--- src/hdl/sws_pkg.sv ---
`timescale 1ns / 1ps
// -----------------------------------------------------------------------------
// Seven-segment writer package
// Shared constants and types for the two-wire seven-segment display writer.
// -----------------------------------------------------------------------------
package sws_pkg;

   localparam int MaxDigits     = 4;
   localparam int DigitsDefault = 4;
   localparam int SegW          = 8;
   localparam int BrightW       = 3;

   localparam logic [SegW-1:0]    CmdData      = 8'h40;
   localparam logic [SegW-1:0]    CmdAddr      = 8'hC0;
   localparam logic [SegW-1:0]    CmdDisplay   = 8'h88;
   localparam logic [BrightW-1:0] BrightReset  = 3'd7;

   // Frame codes in transmission order.
   localparam logic [1:0] FrameData = 2'd0;
   localparam logic [1:0] FrameAddr = 2'd1;
   localparam logic [1:0] FrameCtrl = 2'd2;

   typedef logic [MaxDigits-1:0][SegW-1:0] seg_vec_type;

   typedef struct packed {
      logic clock_line;
      logic data_line;
      logic busy_res;
      logic done_res;
   } seq_out_type;

endpackage

--- src/hdl/sws_if.sv ---
`timescale 1ns / 1ps
// -----------------------------------------------------------------------------
// Seven-segment writer channels
// Valid/ready channel interfaces for request beats and response beats.
// -----------------------------------------------------------------------------
interface sws_req_if;
   logic       valid;
   logic       ready;
   logic       mode;
   logic [7:0] segment_0;
   logic [7:0] segment_1;
   logic [7:0] segment_2;
   logic [7:0] segment_3;

   modport source (output valid, mode, segment_0, segment_1, segment_2, segment_3,
                   input ready);
   modport sink   (input valid, mode, segment_0, segment_1, segment_2, segment_3,
                   output ready);
endinterface

interface sws_rsp_if;
   logic valid;
   logic ready;
   logic clock_line;
   logic data_line;
   logic busy_res;
   logic done_res;

   modport source (output valid, clock_line, data_line, busy_res, done_res,
                   input ready);
   modport sink   (input valid, clock_line, data_line, busy_res, done_res,
                   output ready);
endinterface

--- src/hdl/sws_seq.sv ---
`timescale 1ns / 1ps
// -----------------------------------------------------------------------------
// Seven-segment writer sequencer
// Steps through start, bit, acknowledge and stop writes, one pin write a tick.
// -----------------------------------------------------------------------------
module sws_seq
   import sws_pkg::*;
#(
   parameter int DIGITS = DigitsDefault
) (
   input  logic                clock,
   input  logic                reset,
   input  logic                csr_write_enable,
   input  logic [BrightW-1:0]  csr_write_data,
   input  logic                accept,
   input  logic                mode,
   input  seg_vec_type         segments,
   output seq_out_type         result
);

   localparam int ByteW   = $clog2(DIGITS + 2);
   localparam int SegIdxW = (DIGITS > 1) ? $clog2(DIGITS) : 1;

   // Sub-step positions inside each state.
   localparam logic [2:0] EdgeFirst  = 3'd0;
   localparam logic [2:0] EdgeSecond = 3'd1;
   localparam logic [2:0] EdgeThird  = 3'd2;
   localparam logic [2:0] EdgeLast   = 3'd3;
   localparam logic [2:0] BitClkLow  = 3'd0;
   localparam logic [2:0] BitData    = 3'd1;
   localparam logic [2:0] AckClkLow  = 3'd0;
   localparam logic [2:0] AckRelease = 3'd1;
   localparam logic [2:0] AckClkHigh = 3'd2;
   localparam logic [2:0] AckClkDrop = 3'd3;
   localparam logic [2:0] BitLast    = 3'd7;

   typedef enum logic [2:0] {
      ST_IDLE,
      ST_START,
      ST_BITS,
      ST_ACK,
      ST_STOP
   } state_type;

   state_type           state_ff,  state_in;
   logic [2:0]          sub_ff,    sub_in;
   logic [2:0]          bit_ff,    bit_in;
   logic [ByteW-1:0]    byte_ff,   byte_in;
   logic [1:0]          frame_ff,  frame_in;
   logic [SegW-1:0]     shift_ff,  shift_in;
   logic                clk_ff,    clk_in;
   logic                dat_ff,    dat_in;
   logic [BrightW-1:0]  bright_ff, bright_in;
   logic [SegW-1:0]     seg_ff [DIGITS];
   logic [SegW-1:0]     seg_in [DIGITS];
   logic                done_in;
   logic [SegW-1:0]     frame_byte;
   logic                last_byte;
   logic [ByteW-1:0]    seg_pos;

   assign seg_pos = byte_ff - ByteW'(1);

   always_comb begin
      case (frame_ff)
         FrameAddr: begin
            frame_byte = (byte_ff == '0) ? CmdAddr : seg_ff[seg_pos[SegIdxW-1:0]];
         end
         FrameCtrl: frame_byte = CmdDisplay | {{(SegW-BrightW){1'b0}}, bright_ff};
         default:   frame_byte = CmdData;
      endcase
   end

   assign last_byte = (frame_ff != FrameAddr) || (byte_ff == ByteW'(DIGITS));

   always_comb begin
      state_in  = state_ff;
      sub_in    = sub_ff;
      bit_in    = bit_ff;
      byte_in   = byte_ff;
      frame_in  = frame_ff;
      shift_in  = shift_ff;
      clk_in    = clk_ff;
      dat_in    = dat_ff;
      bright_in = bright_ff;
      seg_in    = seg_ff;
      done_in   = 1'b0;

      if (csr_write_enable) begin
         bright_in = csr_write_data;
      end

      if (accept && mode) begin
         if (state_ff == ST_IDLE) begin
            for (int i = 0; i < DIGITS; i++) begin
               seg_in[i] = segments[i];
            end
            state_in = ST_START;
            sub_in   = EdgeFirst;
            bit_in   = '0;
            byte_in  = '0;
            frame_in = FrameData;
         end
      end else if (accept) begin
         unique case (state_ff)
            ST_IDLE: ;
            ST_START: begin
               unique case (sub_ff)
                  EdgeFirst:  dat_in = 1'b1;
                  EdgeSecond: clk_in = 1'b1;
                  EdgeThird:  dat_in = 1'b0;
                  default:    clk_in = 1'b0;
               endcase
               sub_in = sub_ff + 3'd1;
               if (sub_ff == EdgeLast) begin
                  state_in = ST_BITS;
                  sub_in   = BitClkLow;
                  bit_in   = '0;
               end
            end
            ST_BITS: begin
               sub_in = sub_ff + 3'd1;
               unique case (sub_ff)
                  BitClkLow: begin
                     if (bit_ff == '0) begin
                        shift_in = frame_byte;
                     end
                     clk_in = 1'b0;
                  end
                  BitData: begin
                     dat_in   = shift_ff[0];
                     shift_in = shift_ff >> 1;
                  end
                  default: begin
                     clk_in = 1'b1;
                     sub_in = BitClkLow;
                     bit_in = bit_ff + 3'd1;
                     if (bit_ff == BitLast) begin
                        state_in = ST_ACK;
                        sub_in   = AckClkLow;
                     end
                  end
               endcase
            end
            ST_ACK: begin
               sub_in = sub_ff + 3'd1;
               unique case (sub_ff)
                  AckClkLow:  clk_in = 1'b0;
                  AckRelease: dat_in = 1'b1;
                  AckClkHigh: clk_in = 1'b1;
                  AckClkDrop: clk_in = 1'b0;
                  default: begin
                     dat_in = 1'b0;
                     bit_in = '0;
                     if (last_byte) begin
                        state_in = ST_STOP;
                        sub_in   = EdgeFirst;
                     end else begin
                        state_in = ST_BITS;
                        sub_in   = BitClkLow;
                        byte_in  = byte_ff + ByteW'(1);
                     end
                  end
               endcase
            end
            default: begin
               unique case (sub_ff)
                  EdgeFirst:  clk_in = 1'b0;
                  EdgeSecond: dat_in = 1'b0;
                  EdgeThird:  clk_in = 1'b1;
                  default:    dat_in = 1'b1;
               endcase
               sub_in = sub_ff + 3'd1;
               if (sub_ff == EdgeLast) begin
                  sub_in  = EdgeFirst;
                  byte_in = '0;
                  if (frame_ff == FrameCtrl) begin
                     state_in = ST_IDLE;
                     done_in  = 1'b1;
                  end else begin
                     state_in = ST_START;
                     frame_in = frame_ff + 2'd1;
                  end
               end
            end
         endcase
      end
   end

   always_ff @(posedge clock) begin
      if (reset) begin
         state_ff  <= ST_IDLE;
         sub_ff    <= '0;
         bit_ff    <= '0;
         byte_ff   <= '0;
         frame_ff  <= FrameData;
         shift_ff  <= '0;
         clk_ff    <= 1'b1;
         dat_ff    <= 1'b1;
         bright_ff <= BrightReset;
      end else begin
         state_ff  <= state_in;
         sub_ff    <= sub_in;
         bit_ff    <= bit_in;
         byte_ff   <= byte_in;
         frame_ff  <= frame_in;
         shift_ff  <= shift_in;
         clk_ff    <= clk_in;
         dat_ff    <= dat_in;
         bright_ff <= bright_in;
         seg_ff    <= seg_in;
      end
   end

   assign result.clock_line = clk_in;
   assign result.data_line  = dat_in;
   assign result.busy_res   = (state_in != ST_IDLE);
   assign result.done_res   = done_in;

endmodule

--- src/hdl/seven_segment_two_wire_writer.sv ---
`timescale 1ns / 1ps
// -----------------------------------------------------------------------------
// Two-wire seven-segment display writer
// Sends data command, address plus segment bytes and display control frames.
// -----------------------------------------------------------------------------
// Each request beat is either a tick (mode 0), which performs exactly one pin
// write of a running sequence, or an update (mode 1), which latches the
// segment bytes and starts the sequence when the writer is idle and is
// ignored otherwise. Every request beat yields exactly one response beat with
// the clock and data line levels after that beat, a busy flag and a done flag
// that marks the final stop write. The writer takes one request beat per
// clock cycle and returns its response in the next cycle; the response
// register is the only stage, and a new beat is taken while a response waits
// as long as that response is taken in the same cycle. A full update takes
// 2*37 + 8 + 29*(DIGITS+1) tick beats, which is 227 ticks for four digits, as
// counted by the state, bit, byte and frame counters of the sequencer.
// Brightness is sampled when the control byte is loaded.
// -----------------------------------------------------------------------------
module seven_segment_two_wire_writer
   import sws_pkg::*;
#(
   parameter int DIGITS = DigitsDefault
) (
   input  logic               clock,
   input  logic               reset,
   input  logic               csr_write_enable,
   input  logic [BrightW-1:0] csr_write_data,
   sws_req_if.sink            req_chan,
   sws_rsp_if.source          rsp_chan
);

   logic        rsp_valid_ff, rsp_valid_in;
   seq_out_type rsp_data_ff,  rsp_data_in;
   seq_out_type seq_result;
   seg_vec_type req_segments;
   logic        req_accept;

   // The response register frees up when it is empty or drained this cycle.
   assign req_chan.ready = !rsp_valid_ff || rsp_chan.ready;
   assign req_accept     = req_chan.valid && req_chan.ready;

   assign req_segments = {req_chan.segment_3, req_chan.segment_2,
                          req_chan.segment_1, req_chan.segment_0};

   sws_seq #(
      .DIGITS (DIGITS)
   ) u_seq (
      .clock            (clock),
      .reset            (reset),
      .csr_write_enable (csr_write_enable),
      .csr_write_data   (csr_write_data),
      .accept           (req_accept),
      .mode             (req_chan.mode),
      .segments         (req_segments),
      .result           (seq_result)
   );

   // A response beat is loaded on every accepted request and held until taken.
   always_comb begin
      rsp_valid_in = rsp_valid_ff && !rsp_chan.ready;
      rsp_data_in  = rsp_data_ff;
      if (req_accept) begin
         rsp_valid_in = 1'b1;
         rsp_data_in  = seq_result;
      end
   end

   always_ff @(posedge clock) begin
      if (reset) begin
         rsp_valid_ff <= 1'b0;
      end else begin
         rsp_valid_ff <= rsp_valid_in;
      end
      rsp_data_ff <= rsp_data_in;
   end

   assign rsp_chan.valid      = rsp_valid_ff;
   assign rsp_chan.clock_line = rsp_data_ff.clock_line;
   assign rsp_chan.data_line  = rsp_data_ff.data_line;
   assign rsp_chan.busy_res   = rsp_data_ff.busy_res;
   assign rsp_chan.done_res   = rsp_data_ff.done_res;

`ifndef SYNTHESIS
   // The final stop write ends the sequence, so done never comes with busy.
   assert property (@(posedge clock) disable iff (reset)
      rsp_chan.valid && rsp_chan.done_res |-> !rsp_chan.busy_res)
      else $error("done reported while still busy");

   // The final stop write leaves both lines released.
   assert property (@(posedge clock) disable iff (reset)
      rsp_chan.valid && rsp_chan.done_res |-> rsp_chan.clock_line && rsp_chan.data_line)
      else $error("sequence finished with a line held low");

   // A stalled response beat must block new request beats.
   assert property (@(posedge clock) disable iff (reset)
      rsp_chan.valid && !rsp_chan.ready |-> !req_chan.ready)
      else $error("request taken while response stalled");

   // An accepted request beat always produces a response beat next cycle.
   assert property (@(posedge clock) disable iff (reset)
      req_chan.valid && req_chan.ready |=> rsp_chan.valid)
      else $error("accepted request produced no response");
`endif

endmodule

--- src/flat_wrapper.sv ---
// flat-port wrapper written by rule: the top's interface ports become plain ports
module seven_segment_two_wire_writer_flat import sws_pkg::*;
#(
   parameter int DIGITS = DigitsDefault
)
  (clock, reset, csr_write_enable, csr_write_data, req_chan_valid, req_chan_mode, req_chan_segment_0, req_chan_segment_1, req_chan_segment_2, req_chan_segment_3, req_chan_ready, rsp_chan_valid, rsp_chan_clock_line, rsp_chan_data_line, rsp_chan_busy_res, rsp_chan_done_res, rsp_chan_ready);
  sws_req_if req_chan_i ();
  sws_rsp_if rsp_chan_i ();
  input  logic clock;
  input  logic reset;
  input  logic csr_write_enable;
  input  logic [BrightW-1:0] csr_write_data;
  input wire logic [$bits(req_chan_i.valid)-1:0] req_chan_valid;
  input wire logic [$bits(req_chan_i.mode)-1:0] req_chan_mode;
  input wire logic [$bits(req_chan_i.segment_0)-1:0] req_chan_segment_0;
  input wire logic [$bits(req_chan_i.segment_1)-1:0] req_chan_segment_1;
  input wire logic [$bits(req_chan_i.segment_2)-1:0] req_chan_segment_2;
  input wire logic [$bits(req_chan_i.segment_3)-1:0] req_chan_segment_3;
  output wire logic [$bits(req_chan_i.ready)-1:0] req_chan_ready;
  output wire logic [$bits(rsp_chan_i.valid)-1:0] rsp_chan_valid;
  output wire logic [$bits(rsp_chan_i.clock_line)-1:0] rsp_chan_clock_line;
  output wire logic [$bits(rsp_chan_i.data_line)-1:0] rsp_chan_data_line;
  output wire logic [$bits(rsp_chan_i.busy_res)-1:0] rsp_chan_busy_res;
  output wire logic [$bits(rsp_chan_i.done_res)-1:0] rsp_chan_done_res;
  input wire logic [$bits(rsp_chan_i.ready)-1:0] rsp_chan_ready;
  assign req_chan_i.valid = req_chan_valid;
  assign req_chan_i.mode = req_chan_mode;
  assign req_chan_i.segment_0 = req_chan_segment_0;
  assign req_chan_i.segment_1 = req_chan_segment_1;
  assign req_chan_i.segment_2 = req_chan_segment_2;
  assign req_chan_i.segment_3 = req_chan_segment_3;
  assign req_chan_ready = req_chan_i.ready;
  assign rsp_chan_valid = rsp_chan_i.valid;
  assign rsp_chan_clock_line = rsp_chan_i.clock_line;
  assign rsp_chan_data_line = rsp_chan_i.data_line;
  assign rsp_chan_busy_res = rsp_chan_i.busy_res;
  assign rsp_chan_done_res = rsp_chan_i.done_res;
  assign rsp_chan_i.ready = rsp_chan_ready;
  seven_segment_two_wire_writer #(.DIGITS(DIGITS)) u_core (.clock(clock), .reset(reset), .csr_write_enable(csr_write_enable), .csr_write_data(csr_write_data), .req_chan(req_chan_i), .rsp_chan(rsp_chan_i));
endmodule
--- config.mk ---
export PLATFORM = sky130hd
export DESIGN_NAME = seven_segment_two_wire_writer_flat
export DESIGN_NICKNAME = d
export VERILOG_FILES = /design/src/hdl/sws_pkg.sv /design/src/hdl/sws_if.sv /design/src/hdl/sws_seq.sv /design/src/hdl/seven_segment_two_wire_writer.sv /design/src/flat_wrapper.sv
export SDC_FILE = /design/constraint.sdc
export NUM_CORES = 1
export LEC_CHECK = 0
export ABC_AREA = 1
export BUFFER_PORTS_ARGS = -buffer_cell sky130_fd_sc_hd__buf_4
export CORE_MARGIN = 2
export CORE_UTILIZATION = 35
export CTS_CLUSTER_DIAMETER = 40
export DETAILED_ROUTE_END_ITERATION = 16
export PLACE_DENSITY_LB_ADDON = 0.1
export SYNTH_ARGS = -nofsm -noshare
export SYNTH_HDL_FRONTEND = slang
export SYNTH_SLANG_ARGS = --single-unit
export TNS_END_PERCENT = 50
--- constraint.sdc ---
create_clock -name clock -period 5 [get_ports clock]
set_input_delay 0.5 -clock clock [delete_from_list [all_inputs] [get_ports clock]]
set_output_delay 0.5 -clock clock [all_outputs]
set_load 0.005 [all_outputs]
==> flow_metrics.env <==
export IMPL_status="finished, final reports clean"
export IMPL_slew_viol_final=0
export IMPL_rsz0062_at_grt="no"
export IMPL_required_ns=5.29
export IMPL_ios=47
export IMPL_grt_max_degree=33
export IMPL_cts_inserted_buffers=9
export IMPL_final_setup_tns_ns=0
export IMPL_hp_class="in -> reg"
export IMPL_viasPerCell=4.875
export IMPL_area_growth_pct=19.06
export IMPL_fmax_ghz=0.4226
export IMPL_synth_area_um2=3395
export IMPL_cts_hold_buf=0
export IMPL_syn_avg_cell_area_um2=8.840
export IMPL_drt_iter0_markers=133
export IMPL_syn_nets=439
export IMPL_r2r_start="u_core.u_seq.byte_ff[0]"
export IMPL_synth_warning_count=0
export IMPL_synthTopCellsByArea="edfxtp_1 32%, dfxtp_1 17%, nand2_1 5.6%"
export IMPL_powerDensity_nw_per_um2=289.4
export IMPL_finalNonFillerCells=568
export IMPL_r2r_cells=8
export IMPL_post_cts_resized=0
export IMPL_routed_wl_mm=8.063
export IMPL_reg2reg_slack_ns=2.63
export IMPL_finClkSkew_ns=0.01043
export IMPL_slew_headroom=0.6348
export IMPL_synthTopCellsByCount="51 x nand2_1, 44 x nor2_1, 36 x edfxtp_1"
export IMPL_startpoint="u_core.u_seq.byte_ff[0]"
export IMPL_initial_utilization=0.3639
export IMPL_cpMaxStageDelayCell="dfxtp_1"
export IMPL_ant_nets=0
export IMPL_end_kind="flop"
export IMPL_max_vdd_ir_drop_mv=0.1450
export IMPL_cts_path_max_buffers=2
export IMPL_synthCells=384
export IMPL_yosysTopAreaCell="edfxtp_1"
export IMPL_drc=0
export IMPL_min_period_ns=2.366
export IMPL_htreeDepth=3
export IMPL_synth_cell_types=37
export IMPL_whs_ns=0.3214
export IMPL_yosysSeqAreaShare=0.4836
export IMPL_fin_ws_ns=2.634
export IMPL_criticalPathCategory="reg -> reg"
export IMPL_setup_viol=0
export IMPL_portBuffers=46
export IMPL_finalCritPeriodShare=0.4733
export IMPL_final_hold_viol_count=0
export IMPL_async_flop_share=0
export IMPL_cts_root_buf="clkbuf_8"
export IMPL_worst_skew_pair_late_latency_ns=0.35
export IMPL_final_nets=489
export IMPL_pre_cts_ws_ns=2.643
export IMPL_critical_path_cell_chain="inv_2, ha_1, clkinv_1, nor2_1, o21ai_1, a21oi_1, nor3_1, nor2_1"
export IMPL_synth_top_cell_area_share=0.3185
export IMPL_crit_path_frequent_cell="nor2_1"
export IMPL_cts_sink_count=64
export IMPL_rows=35
export IMPL_antenna_found_initial=0
export IMPL_critPathLaunchType="flop"
export IMPL_gp_congestion=0.9328
export IMPL_ys_ff_latch=64
export IMPL_wl_per_cell_um=14.20
export IMPL_num_vias=2769
export IMPL_cts_tree="yes"
export IMPL_synthMostInstantiatedCell="nand2_1"
export IMPL_grt_total_usage=0.1677
export IMPL_crit_end="u_core.u_seq.shift_ff[1]"
export IMPL_crit_path_max_fanout=19
export IMPL_r2r_end="u_core.u_seq.shift_ff[1]"
export IMPL_die_w_um=102.5
export IMPL_finalPower_w=0.001169
export IMPL_cts_clk_slew_worst_paths_ns=0.08
export IMPL_grt_pass1_wl_mm=13.14
export IMPL_drive_gt1_frac=0.2483
export IMPL_dp_cells=552
export IMPL_post_dp_hpwl_mm=6.031
export IMPL_diodes=0
export IMPL_die_area_um2=10500
export IMPL_dieHeight_um=102.5
export IMPL_overflow=0
export IMPL_tightest_slew_ns=0.5472
export IMPL_slowest_delay_ns=0.67
export IMPL_dr_pass1_iters=4
export IMPL_coreArea_um2=9328
export IMPL_cts_setup_buffers=0
export IMPL_synth_edff_count=36
export IMPL_cp_arrival_ns=2.65
export IMPL_n_fill_cell=947
export IMPL_grt_pass1_vias=2658
export IMPL_ys_flop_type="edfxtp_1"
export IMPL_maxCapViolCount=0
export IMPL_p_leak_nw=1.684
area by class of cell:
cell class / instances / area (µm²) / share of cell area
inverters: 49 / 191.4 / 0.04737
flip-flops and latches: 64 / 1642 / 0.4062
repair buffers: 47 / 352.8 / 0.08731
well taps: 129 / 161.4 / 0.03994
clock inverters: 7 / 53.80 / 0.01331
clock buffers: 9 / 123.9 / 0.03065
multi-input cells: 263 / 1516 / 0.3752
routing by layer:
metal  wire (µm)  global-route usage  part of all wire
met2        3795              0.2629              0.47
met4         158             0.06769             0.020
met3         364             0.04036             0.045
met5           0                   0                 0
met1        3745              0.2229              0.46
worst max-delay path: cells and delay by family (launching register included):
family	cells	cell delay, ns
adders and majority gates	1	0.50
buffers and inverters	2	0.55
and+or+nand+nor	3	0.32
DFF	1	0.67
AOI/OAI and AO/OA	2	0.25
power by group:
group / internal (W) / switching (W) / total (W) / leakage [nW]
clock network: 0.000184 / 0.000223 / 0.000407 / 0.0843
logic: 0.0000663 / 0.000104 / 0.000170 / 1.04
registers: 0.000578 / 0.0000139 / 0.000592 / 0.556
total: 0.000829 / 0.000341 / 0.00117 / 1.68
layout by cell type (no fill, tap or decap), drive strengths merged, types with 2 or more instances in the layout:
cell type	instances
a21oi	37
ha	14
nor3	5
inv	51
o211ai	3
edfxtp	36
clkinv	3
o2bb2ai	3
nor2	51
buf	47
nand2	62
nand4	9
dfxtp	28
or2	2
clkinvlp	2
nand3	30
o21ai	42
clkbuf	9
worst min-delay path by stage:
stage / startpoint / end / slack (ns) / cells past startpoint
after floorplan: u_core.u_seq.bright_ff[0] / u_core.u_seq.bright_ff[0] / 0.44 / 2
after global placement: u_core.u_seq.frame_ff[1] / u_core.u_seq.frame_ff[1] / 0.48 / 2
after detailed placement: u_core.u_seq.frame_ff[1] / u_core.u_seq.frame_ff[1] / 0.48 / 2
after CTS: req_chan_segment_0[7] / u_core.u_seq.seg_ff[31] / 0.30 / 1
after global routing: req_chan_segment_0[6] / u_core.u_seq.seg_ff[30] / 0.29 / 1
final: req_chan_segment_0[7] / u_core.u_seq.seg_ff[31] / 0.32 / 1
kinds of logic after synthesis:
logic type / Yosys count / share of synthesized area
XOR/XNOR: 1 / 0.002581
adder cells (fa/ha/maj): 14 / 0.05160
flip-flops: 64 / 0.4836
AND/OR/NAND/NOR: 161 / 0.2481
AO/OA/AOI/OAI: 87 / 0.1438
buffers and inverters: 57 / 0.07040
flip-flops by register name, summed over array words and instances (netlist names):
signal and count:
u_core.rsp_chan.busy_res 1, u_core.rsp_chan.clock_line 1, u_core.rsp_chan.data_line 1, u_core.rsp_chan.done_res 1, u_core.rsp_chan.valid 1, u_core.u_seq.bit_ff 3, u_core.u_seq.bright_ff 3, u_core.u_seq.byte_ff 3
u_core.u_seq.clk_ff 1, u_core.u_seq.dat_ff 1, u_core.u_seq.frame_ff 2, u_core.u_seq.seg_ff 32, u_core.u_seq.shift_ff 8, u_core.u_seq.state_ff 3, u_core.u_seq.sub_ff 3
metrics by stage:
| step | utilization | cell area, µm² |
|---|---|---|
| 2_1_floorplan | - | 3395 |
| 3_3_place_gp | 0.4142 | 3864 |
| 3_5_place_dp | 0.4142 | 3864 |
| 4_1_cts | 0.4333 | 4041 |
| 5_1_grt | 0.4333 | 4041 |
| 6_report | 0.4333 | 4041 |
(Power assumes the default switching activity.)
